File: src/rtl/nsr_pkg.sv
// Shared types and constants for the Newton square root block.
// Used by the controller, the datapath, the top level and the checker.
`default_nettype none

package nsr_pkg;

  // Word widths
  localparam int unsigned DATA_W     = 32;   // UQ16.16 root, radicand, guess
  localparam int unsigned TOL_W      = 16;   // UQ0.16 tolerance
  localparam int unsigned FRAC_W     = 16;   // fraction bits of UQ16.16
  localparam int unsigned SQ_W       = 64;   // UQ32.32 square and difference
  localparam int unsigned ITER_W     = 7;    // update count field
  localparam int unsigned DIVISOR_W  = 33;   // 2*x
  localparam int unsigned REM_W      = 34;   // partial remainder
  localparam int unsigned DIV_STEPS  = 64;   // one quotient bit per step
  localparam int unsigned DCNT_W     = $clog2(DIV_STEPS);
  localparam int unsigned CFG_IDX_W  = 1;
  localparam int unsigned CFG_DATA_W = 32;

  // Register reset values
  localparam logic [TOL_W-1:0]  TOL_RESET   = 16'd7;
  localparam logic [DATA_W-1:0] GUESS_RESET = 32'h0001_0000;

  // Configuration register indexes
  typedef enum logic [CFG_IDX_W-1:0] {
    CFG_TOLERANCE     = 1'b0,
    CFG_INITIAL_GUESS = 1'b1
  } cfg_index_t;

  // Controller states
  typedef enum logic [2:0] {
    ST_IDLE,
    ST_SQUARE,
    ST_DIFF,
    ST_TEST,
    ST_DIVIDE,
    ST_UPDATE,
    ST_DONE
  } state_t;

  // Controller to datapath
  typedef struct packed {
    logic load;       // take radicand, start from the guess
    logic square;     // register x*x
    logic diff;       // register |x*x - n| and its sign
    logic div_start;  // set up the divider
    logic div_step;   // one restoring step
    logic update;     // apply the quotient to x
    logic finish;     // load the result register
  } cmd_t;

  // Datapath to controller
  typedef struct packed {
    logic tol_met;
    logic x_zero;
    logic cap_hit;
    logic div_done;
  } status_t;

endpackage

`default_nettype wire

File: src/rtl/nsr_in_if.sv
// Input channel: valid/ready handshake carrying one radicand word.
// Depends on nsr_pkg for the field width.
`default_nettype none

interface nsr_in_if;
  logic                           valid;
  logic                           ready;
  logic [nsr_pkg::DATA_W-1:0]     radicand;

  modport source (output valid, output radicand, input ready);
  modport sink   (input valid, input radicand, output ready);
endinterface

`default_nettype wire

File: src/rtl/nsr_out_if.sv
// Output channel: valid/ready handshake carrying root, converged flag, update count.
// Depends on nsr_pkg for the field widths.
`default_nettype none

interface nsr_out_if;
  logic                           valid;
  logic                           ready;
  logic [nsr_pkg::DATA_W-1:0]     root;
  logic                           converged;
  logic [nsr_pkg::ITER_W-1:0]     iterations;

  modport source (output valid, output root, output converged, output iterations,
                  input ready);
  modport sink   (input valid, input root, input converged, input iterations,
                  output ready);
endinterface

`default_nettype wire

File: src/rtl/nsr_ctrl.sv
// Sequencer for the Newton iteration: issues datapath commands, owns handshakes.
// Depends on nsr_pkg for state, command and status types.
`default_nettype none

module nsr_ctrl (
  input  wire logic             clk,
  input  wire logic             rst,
  input  wire logic             operand_valid,
  output logic                  operand_ready,
  output logic                  result_valid,
  input  wire logic             result_ready,
  input  wire nsr_pkg::status_t status,
  output nsr_pkg::cmd_t         cmd
);

  nsr_pkg::state_t state, state_next;
  logic            result_valid_next;

  // State and output-valid registers
  always_ff @(posedge clk) begin
    if (rst) begin
      state        <= nsr_pkg::ST_IDLE;
      result_valid <= 1'b0;
    end else begin
      state        <= state_next;
      result_valid <= result_valid_next;
    end
  end

  // Next state and commands
  always_comb begin
    state_next        = state;
    cmd               = '0;
    operand_ready     = 1'b0;
    result_valid_next = result_valid && !result_ready;
    unique case (state)
      nsr_pkg::ST_IDLE: begin
        // take no word while reset is held
        operand_ready = !rst;
        if (operand_valid && !rst) begin
          cmd.load   = 1'b1;
          state_next = nsr_pkg::ST_SQUARE;
        end
      end
      nsr_pkg::ST_SQUARE: begin
        cmd.square = 1'b1;
        state_next = nsr_pkg::ST_DIFF;
      end
      nsr_pkg::ST_DIFF: begin
        cmd.diff   = 1'b1;
        state_next = nsr_pkg::ST_TEST;
      end
      nsr_pkg::ST_TEST: begin
        // stop on tolerance, zero estimate or cap; otherwise divide
        if (status.tol_met || status.x_zero || status.cap_hit) begin
          state_next = nsr_pkg::ST_DONE;
        end else begin
          cmd.div_start = 1'b1;
          state_next    = nsr_pkg::ST_DIVIDE;
        end
      end
      nsr_pkg::ST_DIVIDE: begin
        cmd.div_step = 1'b1;
        if (status.div_done) begin
          state_next = nsr_pkg::ST_UPDATE;
        end
      end
      nsr_pkg::ST_UPDATE: begin
        cmd.update = 1'b1;
        state_next = nsr_pkg::ST_SQUARE;
      end
      nsr_pkg::ST_DONE: begin
        // hold until the output register is free
        if (!result_valid || result_ready) begin
          cmd.finish        = 1'b1;
          result_valid_next = 1'b1;
          state_next        = nsr_pkg::ST_IDLE;
        end
      end
      default: begin
        state_next = nsr_pkg::ST_IDLE;
      end
    endcase
  end

endmodule

`default_nettype wire

File: src/rtl/nsr_datapath.sv
// Datapath: config registers, estimate, squarer, bit-serial divider, result register.
// Depends on nsr_pkg for widths, register indexes and command/status types.
`default_nettype none

module nsr_datapath #(
  parameter int unsigned MAX_ITERATIONS = 32
) (
  input  wire logic                            clk,
  input  wire logic                            rst,
  input  wire logic                            cfg_we,
  input  wire logic [nsr_pkg::CFG_IDX_W-1:0]   cfg_index,
  input  wire logic [nsr_pkg::CFG_DATA_W-1:0]  cfg_data,
  input  wire logic [nsr_pkg::DATA_W-1:0]      radicand,
  input  wire nsr_pkg::cmd_t                   cmd,
  output nsr_pkg::status_t                     status,
  output logic [nsr_pkg::DATA_W-1:0]           root,
  output logic                                 converged,
  output logic [nsr_pkg::ITER_W-1:0]           iterations
);

  localparam int unsigned DW = nsr_pkg::DATA_W;
  localparam int unsigned SW = nsr_pkg::SQ_W;
  localparam int unsigned RW = nsr_pkg::REM_W;

  logic [nsr_pkg::TOL_W-1:0]     tolerance;
  logic [DW-1:0]                 initial_guess;
  logic [DW-1:0]                 x;
  logic [DW-1:0]                 n;
  logic [SW-1:0]                 sq;
  logic [SW-1:0]                 mag;
  logic                          above;
  logic [RW-1:0]                 rem;
  logic [SW-1:0]                 dvd;
  logic [nsr_pkg::DIVISOR_W-1:0] divisor;
  logic [nsr_pkg::DCNT_W-1:0]    dcnt;
  logic [nsr_pkg::ITER_W-1:0]    count;

  logic [SW-1:0]                 target;
  logic [SW-1:0]                 limit;
  logic [RW-1:0]                 rem_shift;
  logic [RW:0]                   rem_sub;
  logic                          qbit;
  logic [DW:0]                   sum;
  logic [DW-1:0]                 x_next;

  // Configuration registers
  always_ff @(posedge clk) begin
    if (rst) begin
      tolerance     <= nsr_pkg::TOL_RESET;
      initial_guess <= nsr_pkg::GUESS_RESET;
    end else if (cfg_we) begin
      unique case (cfg_index)
        nsr_pkg::CFG_TOLERANCE:     tolerance     <= cfg_data[nsr_pkg::TOL_W-1:0];
        nsr_pkg::CFG_INITIAL_GUESS: initial_guess <= cfg_data[DW-1:0];
        default: ;
      endcase
    end
  end

  // Radicand and tolerance in UQ32.32
  assign target = {{(SW-DW-nsr_pkg::FRAC_W){1'b0}}, n, {nsr_pkg::FRAC_W{1'b0}}};
  assign limit  = {{(SW-nsr_pkg::TOL_W-nsr_pkg::FRAC_W){1'b0}}, tolerance,
                   {nsr_pkg::FRAC_W{1'b0}}};

  // Stop conditions
  assign status.tol_met  = (mag <= limit);
  assign status.x_zero   = (x == '0);
  assign status.cap_hit  = (count >= nsr_pkg::ITER_W'(MAX_ITERATIONS));
  assign status.div_done = (dcnt == {nsr_pkg::DCNT_W{1'b1}});

  // Restoring divide step: shift in the next dividend bit, subtract if it fits
  assign rem_shift = {rem[RW-2:0], dvd[SW-1]};
  assign rem_sub   = {1'b0, rem_shift} - {{(RW+1-nsr_pkg::DIVISOR_W){1'b0}}, divisor};
  assign qbit      = !rem_sub[RW];

  // Apply the quotient (held in dvd) to x, clamp below at 0 and above at all ones
  assign sum = {1'b0, x} + {1'b0, dvd[DW-1:0]};
  always_comb begin
    if (above) begin
      x_next = (dvd >= {{(SW-DW){1'b0}}, x}) ? '0 : x - dvd[DW-1:0];
    end else if ((dvd[SW-1:DW] != '0) || sum[DW]) begin
      x_next = '1;
    end else begin
      x_next = sum[DW-1:0];
    end
  end

  // Estimate, square, difference and update count
  always_ff @(posedge clk) begin
    if (cmd.load) begin
      x     <= initial_guess;
      n     <= radicand;
      count <= '0;
    end else if (cmd.update) begin
      x     <= x_next;
      count <= count + 1'b1;
    end
    if (cmd.square) begin
      sq <= x * x;
    end
    if (cmd.diff) begin
      above <= (sq > target);
      mag   <= (sq > target) ? sq - target : target - sq;
    end
  end

  // Bit-serial divider: |x*x - n| / (2*x), quotient collects in dvd
  always_ff @(posedge clk) begin
    if (cmd.div_start) begin
      rem     <= '0;
      dvd     <= mag;
      divisor <= {x, 1'b0};
      dcnt    <= '0;
    end else if (cmd.div_step) begin
      rem  <= qbit ? rem_sub[RW-1:0] : rem_shift;
      dvd  <= {dvd[SW-2:0], qbit};
      dcnt <= dcnt + 1'b1;
    end
  end

  // Result register
  always_ff @(posedge clk) begin
    if (cmd.finish) begin
      root       <= x;
      converged  <= status.tol_met;
      iterations <= count;
    end
  end

endmodule

`default_nettype wire

File: src/rtl/newton_square_root.sv
// Newton-Raphson square root of a UQ16.16 radicand, one item at a time.
// Depends on nsr_pkg, nsr_in_if, nsr_out_if, nsr_ctrl and nsr_datapath.
//
// Each radicand starts from the initial_guess register and is refined by
// x = x -/+ |x*x - n| / (2x) until |x*x - n| <= tolerance (both in UQ32.32),
// until MAX_ITERATIONS updates are done (converged 0) or until x is 0.
// One Newton update runs square, difference, test, a restoring divide of the
// 64-bit difference by 2x, and the update. A new radicand is accepted once
// the previous one has reached the result register, even while that result
// still waits to be taken. There is no clearing pass after reset.
`default_nettype none

module newton_square_root #(
  parameter int unsigned MAX_ITERATIONS = 32
) (
  input  wire logic                            clk,
  input  wire logic                            rst,
  nsr_in_if.sink                               operand,
  nsr_out_if.source                            result,
  input  wire logic                            cfg_we,
  input  wire logic [nsr_pkg::CFG_IDX_W-1:0]   cfg_index,
  input  wire logic [nsr_pkg::CFG_DATA_W-1:0]  cfg_data
);

  nsr_pkg::cmd_t    cmd;
  nsr_pkg::status_t status;

  // Sequencer
  nsr_ctrl u_ctrl (
    .clk           (clk),
    .rst           (rst),
    .operand_valid (operand.valid),
    .operand_ready (operand.ready),
    .result_valid  (result.valid),
    .result_ready  (result.ready),
    .status        (status),
    .cmd           (cmd)
  );

  // Arithmetic
  nsr_datapath #(
    .MAX_ITERATIONS (MAX_ITERATIONS)
  ) u_datapath (
    .clk        (clk),
    .rst        (rst),
    .cfg_we     (cfg_we),
    .cfg_index  (cfg_index),
    .cfg_data   (cfg_data),
    .radicand   (operand.radicand),
    .cmd        (cmd),
    .status     (status),
    .root       (result.root),
    .converged  (result.converged),
    .iterations (result.iterations)
  );

endmodule

`default_nettype wire

File: src/flat_wrapper.sv
// flat-port wrapper written by rule: the top's interface ports become plain ports
module newton_square_root_flat 
#(
  parameter int unsigned MAX_ITERATIONS = 32
)
  (clk, rst, cfg_we, cfg_index, cfg_data, operand_valid, operand_radicand, operand_ready, result_valid, result_root, result_converged, result_iterations, result_ready);
  nsr_in_if operand_i ();
  nsr_out_if result_i ();
  input  wire logic clk;
  input  wire logic rst;
  input  wire logic cfg_we;
  input  wire logic [nsr_pkg::CFG_IDX_W-1:0] cfg_index;
  input  wire logic [nsr_pkg::CFG_DATA_W-1:0] cfg_data;
  input wire logic [$bits(operand_i.valid)-1:0] operand_valid;
  input wire logic [$bits(operand_i.radicand)-1:0] operand_radicand;
  output wire logic [$bits(operand_i.ready)-1:0] operand_ready;
  output wire logic [$bits(result_i.valid)-1:0] result_valid;
  output wire logic [$bits(result_i.root)-1:0] result_root;
  output wire logic [$bits(result_i.converged)-1:0] result_converged;
  output wire logic [$bits(result_i.iterations)-1:0] result_iterations;
  input wire logic [$bits(result_i.ready)-1:0] result_ready;
  assign operand_i.valid = operand_valid;
  assign operand_i.radicand = operand_radicand;
  assign operand_ready = operand_i.ready;
  assign result_valid = result_i.valid;
  assign result_root = result_i.root;
  assign result_converged = result_i.converged;
  assign result_iterations = result_i.iterations;
  assign result_i.ready = result_ready;
  newton_square_root #(.MAX_ITERATIONS(MAX_ITERATIONS)) u_core (.clk(clk), .rst(rst), .operand(operand_i), .result(result_i), .cfg_we(cfg_we), .cfg_index(cfg_index), .cfg_data(cfg_data));
endmodule
File: config.mk
export PLATFORM = sky130hd
export DESIGN_NAME = newton_square_root_flat
export DESIGN_NICKNAME = d
export VERILOG_FILES = /design/src/rtl/nsr_pkg.sv /design/src/rtl/nsr_in_if.sv /design/src/rtl/nsr_out_if.sv /design/src/rtl/nsr_ctrl.sv /design/src/rtl/nsr_datapath.sv /design/src/rtl/newton_square_root.sv /design/src/flat_wrapper.sv
export SDC_FILE = /design/constraint.sdc
export NUM_CORES = 2
export LEC_CHECK = 0
export BUFFER_PORTS_ARGS = -buffer_cell sky130_fd_sc_hd__buf_2
export CORE_UTILIZATION = 35
export DETAILED_ROUTE_END_ITERATION = 10
export SKIP_LAST_GASP = 1
export SYNTH_ARGS = -nofsm -noshare
export SYNTH_HDL_FRONTEND = slang
export SYNTH_SLANG_ARGS = --single-unit
File: constraint.sdc
create_clock -name clk -period 9.8 [get_ports clk]
set_input_delay 0 -clock clk [delete_from_list [all_inputs] [get_ports clk]]
set_output_delay 0 -clock clk [all_outputs]
set_load 0.02 [all_outputs]
==> summary.md <==
| Metric | Value |
|---|---|
| Endpoints failing setup | `0` |
| Dpl hpwl | `~150 mm` |
| Vias per cell | `around 5.3` |
| Latest clock arrival within the worst-skew pair | `between 0.6 and 0.7 ns` |
| IO Pins | `112` |
| Nets | `between 7000 and 8000` |
| Post-synthesis mux area share | `under 10%` |
| Number of synthesized flops with an enable pin | `328` |
| Worst Path Max Fanout | `20` |
| Largest family of logic cells by synthesized area | `adder cells` |
| Synth Area in XOR/XNOR | `3.26%` |
| Reg clk slew, reported paths | `0.07 ns` |
| Port Buf Inserts | `around 110` |
| Initial DRT Pass Iterations | `6` |
| Type of origin of the critical path | `flip-flop` |
| CTS Sinks | `~430` |
| DR DRC count | `0` |
| Share of cells above drive strength 1 | `approximately 6.5%` |
| Avg Inst Size Synth | `9.23 sq um` |
| Syn nets | `between 7000 and 8000` |
| Initial core utilization | `between 30% and 40%` |
| Critical Path AT | `~9.4 ns` |
| Die area | `159000 sq um` |
| Synthesized-area fraction occupied by adder cells | `roughly 40%` |
| Post-synthesis compound-gate area fraction | `approximately 12%` |
| DR WL/cell | `~24 um` |
| Routability cong. | `between 0.9 and 1` |
| Final Critical Period | `roughly 9 ns` |
| Syn Inst Count | `slightly below 6000` |
| MaxCap Viol Count | `0` |
| CORE AREA | `156000 sq um` |
| Asr flop ratio synth | `0%` |
| Hold Vio Cnt, Final | `0` |
| Crit share post-route | `just over 90%` |
| CP Capture Type | `flip-flop` |
| DR vias | `between 40000 and 50000` |
| Synthesized area | `55100 sq um` |
| RSZ-0062 raised after global routing | `false` |
| First-pass GRT wire length | `286 mm` |
| DRT iter0 DRCs | `just under 4000` |
| Row Count | `approximately 150` |
| H-tree depth | `2` |
| Final Slew Violations | `0` |
| Unique masters post-synth | `81` |
| P&R area growth vs syn | `9.76%` |
| Fmax | `111 MHz` |
| Pin count of the biggest net entering global routing | `74` |
| Ys Warns | `0` |
| Simple logic cell fraction of the synthesized area | `11.5%` |
| Worst R2R Setup Slack | `~0.8 ns` |
| CTS tree | `built` |
| Num CTS Buffers | `47` |
| Seq/Total Area, Yosys | `between 20 and 25%` |
| Slew HR | `between 10 and 15%` |
| Critical path class | `reg -> reg` |
| Die width | `around 400 um` |
| Fillers | `between 15000 and 20000` |
| Worst-Margin Slew | `about 1.3 ns` |
| Post-route ant nets | `0` |
| Min-delay worst type | `in -> reg` |
| Total gr overflow | `0` |
| Post-CTS Setup Bufs | `0` |
| Clock buffer depth | `3` |
| Drt total wl | `a little under 200 mm` |
| # hold bufs at CTS | `69` |
| Die Ht | `399 um` |
| GR Util All Layers | `approximately 24%` |
| Initial antenna violation count | `14` |
| Prevailing post-synth register cell | `edfxtp_1` |
| Status | `finished, final reports clean` |
| Vias in the first global route | `about 45000` |
| Root buf cell | `clkbuf_16` |
| Clock skew | `0.0508 ns` |
| Post-synthesis register bit count | `roughly 430` |
| Post-CTS Resized | `0` |
| Setup TNS | `0 ns` |
| Worst EP required | `10.15 ns` |
kinds of logic after synthesis:
kind of cell / Yosys count
adders and majority gates: 1304
and+or+nand+nor: 1457
AOI/OAI and AO/OA: 1051
xor gates and xnor gates: 205
DFF: 426
buffers and inverters: 1474
muxes: 52
worst paths after layout:
kind	startpoint	endpoint	cells after the start
min	cfg_we	u_core.u_datapath.tolerance[3]	4
min reg2reg	u_core.u_datapath.tolerance[15]	u_core.u_datapath.tolerance[15]	2
max	u_core.u_datapath.x[28]	u_core.u_datapath.sq[56]	25
max reg2reg	u_core.u_datapath.x[28]	u_core.u_datapath.sq[56]	25
area by class of cell:
| type | instances | area (sq um) | area share (%) |
|---|---|---|---|
| clock inverters | 38 | 397 | 0.656 |
| diodes | 4 | 10.0 | 0.0166 |
| inverters | 1213 | 4550 | 7.53 |
| flip-flops and latches | 426 | 11800 | 19.5 |
| repair buffers | 291 | 2100 | 3.48 |
| multi-input cells | 4069 | 37800 | 62.5 |
| well taps | 2058 | 2570 | 4.26 |
| clock buffers | 50 | 1250 | 2.07 |
per-layer routing:
| layer | share of wire [%] | up-vias | GRT usage, % |
|---|---|---|---|
| met3 | 7.6 | 446 | 3.90 |
| met5 | 0.020 | - | 0 |
| met4 | 6.1 | 6 | 12.3 |
| li1 | - | 19439 | - |
| met1 | 41 | 21956 | 31.5 |
| met2 | 45 | 1741 | 38.9 |
stage by stage:
step,util (%),area [sq um],instances,hold WS [ns],setup slack (ns)
final,38.7,60500,8149,0.0478,0.777
after global routing,38.7,60500,8146,0.0749,0.418
after CTS,38.7,60500,8145,0.0167,0.868
after detailed placement,37.2,58100,7988,0.179,0.860
after global placement,37.2,58100,7988,0.179,0.921
after floorplan,-,55100,5969,0.0989,1.48
worst max-delay path, cell delays in order (launching register included):
cell and delay [ns]:
edfxtp_1 1.24, nand2_1 0.30, fa_1 0.60, inv_1 0.05
fa_1 0.47, fa_1 0.51, inv_1 0.05, fa_1 0.47
inv_1 0.05, fa_1 0.48, fa_1 0.45, fa_1 0.52
inv_1 0.05, fa_1 0.47, inv_1 0.11, ha_1 0.41
a21o_1 0.21, a21o_1 0.17, a21o_1 0.19, or3_1 0.37
a211o_1 0.28, a31o_2 0.24, a41oi_1 0.27, a31oi_1 0.22
a2111oi_0 0.44, nor4_1 0.10
placed cells by master (no fill, tap or decap), drive strengths merged, types with 22 or more instances in the layout:
cell type / n
fa: 796
o21a: 22
ha: 508
dfxtp: 98
a21o: 103
nand2b: 25
edfxtp: 328
nand4: 43
xnor2: 114
inv: 1211
nand2: 579
nor2: 514
xor2: 91
buf: 222
o31ai: 28
clkinv: 31
a21oi: 349
dlygate4sd3: 69
a211oi: 35
a31oi: 39
mux2: 38
o21bai: 60
clkbuf: 50
nand3: 47
o21ai: 207
nor2b: 26
nor4: 48
nor3: 56
registers in the layout, indices dropped and copies added, names as in the netlist, 6 cells and up:
name                             flops
u_core.u_datapath.dvd               64
u_core.u_datapath.mag               64
u_core.u_datapath.sq                63
u_core.u_datapath.rem               33
u_core.u_datapath.divisor           32
u_core.u_datapath.initial_guess     32
u_core.u_datapath.n                 32
u_core.u_datapath.root              32
u_core.u_datapath.x                 32
u_core.u_datapath.tolerance         16
u_core.u_datapath.count              7
u_core.u_datapath.iterations         7
u_core.u_datapath.dcnt               6
Yosys cell counts (all sizes together), types with 9 or more instances:
cell    instances  share of area, %
and3           20              0.23
buf            42              0.34
mux2           38              0.78
and4           14              0.22
o21ai         207               1.9
a311oi         12              0.19
nand2         579               3.9
nand2b         25              0.28
nand4          43              0.49
a221oi          9              0.14
xor2           91               1.4
a211oi         35              0.48
o31ai          28              0.38
or4            10              0.15
nand3b         10              0.14
nor2          514               3.5
fa            796                29
o21a           22              0.30
or2            16              0.18
o21bai         60              0.82
o22a           16              0.25
a21boi         10              0.14
edfxtp        328                18
or3            16              0.18
xnor2         114               1.8
nor2b          26              0.30
a21o          103               1.4
a21oi         349               3.2
o22ai          10              0.11
a32oi          10              0.16
nor4           48              0.55
clkbuf        219               1.5
nor3           56              0.51
mux2i          14              0.25
a211o          10              0.16
inv          1206               8.2
o211ai         17              0.23
ha            508                12
a31oi          39              0.44
and2           20              0.23
nand3          47              0.43
dfxtp          98               3.6
a31o           19              0.30
Power is not shown: default switching activity piles up to over one toggle a cycle in this logic, so the estimate is an artifact.
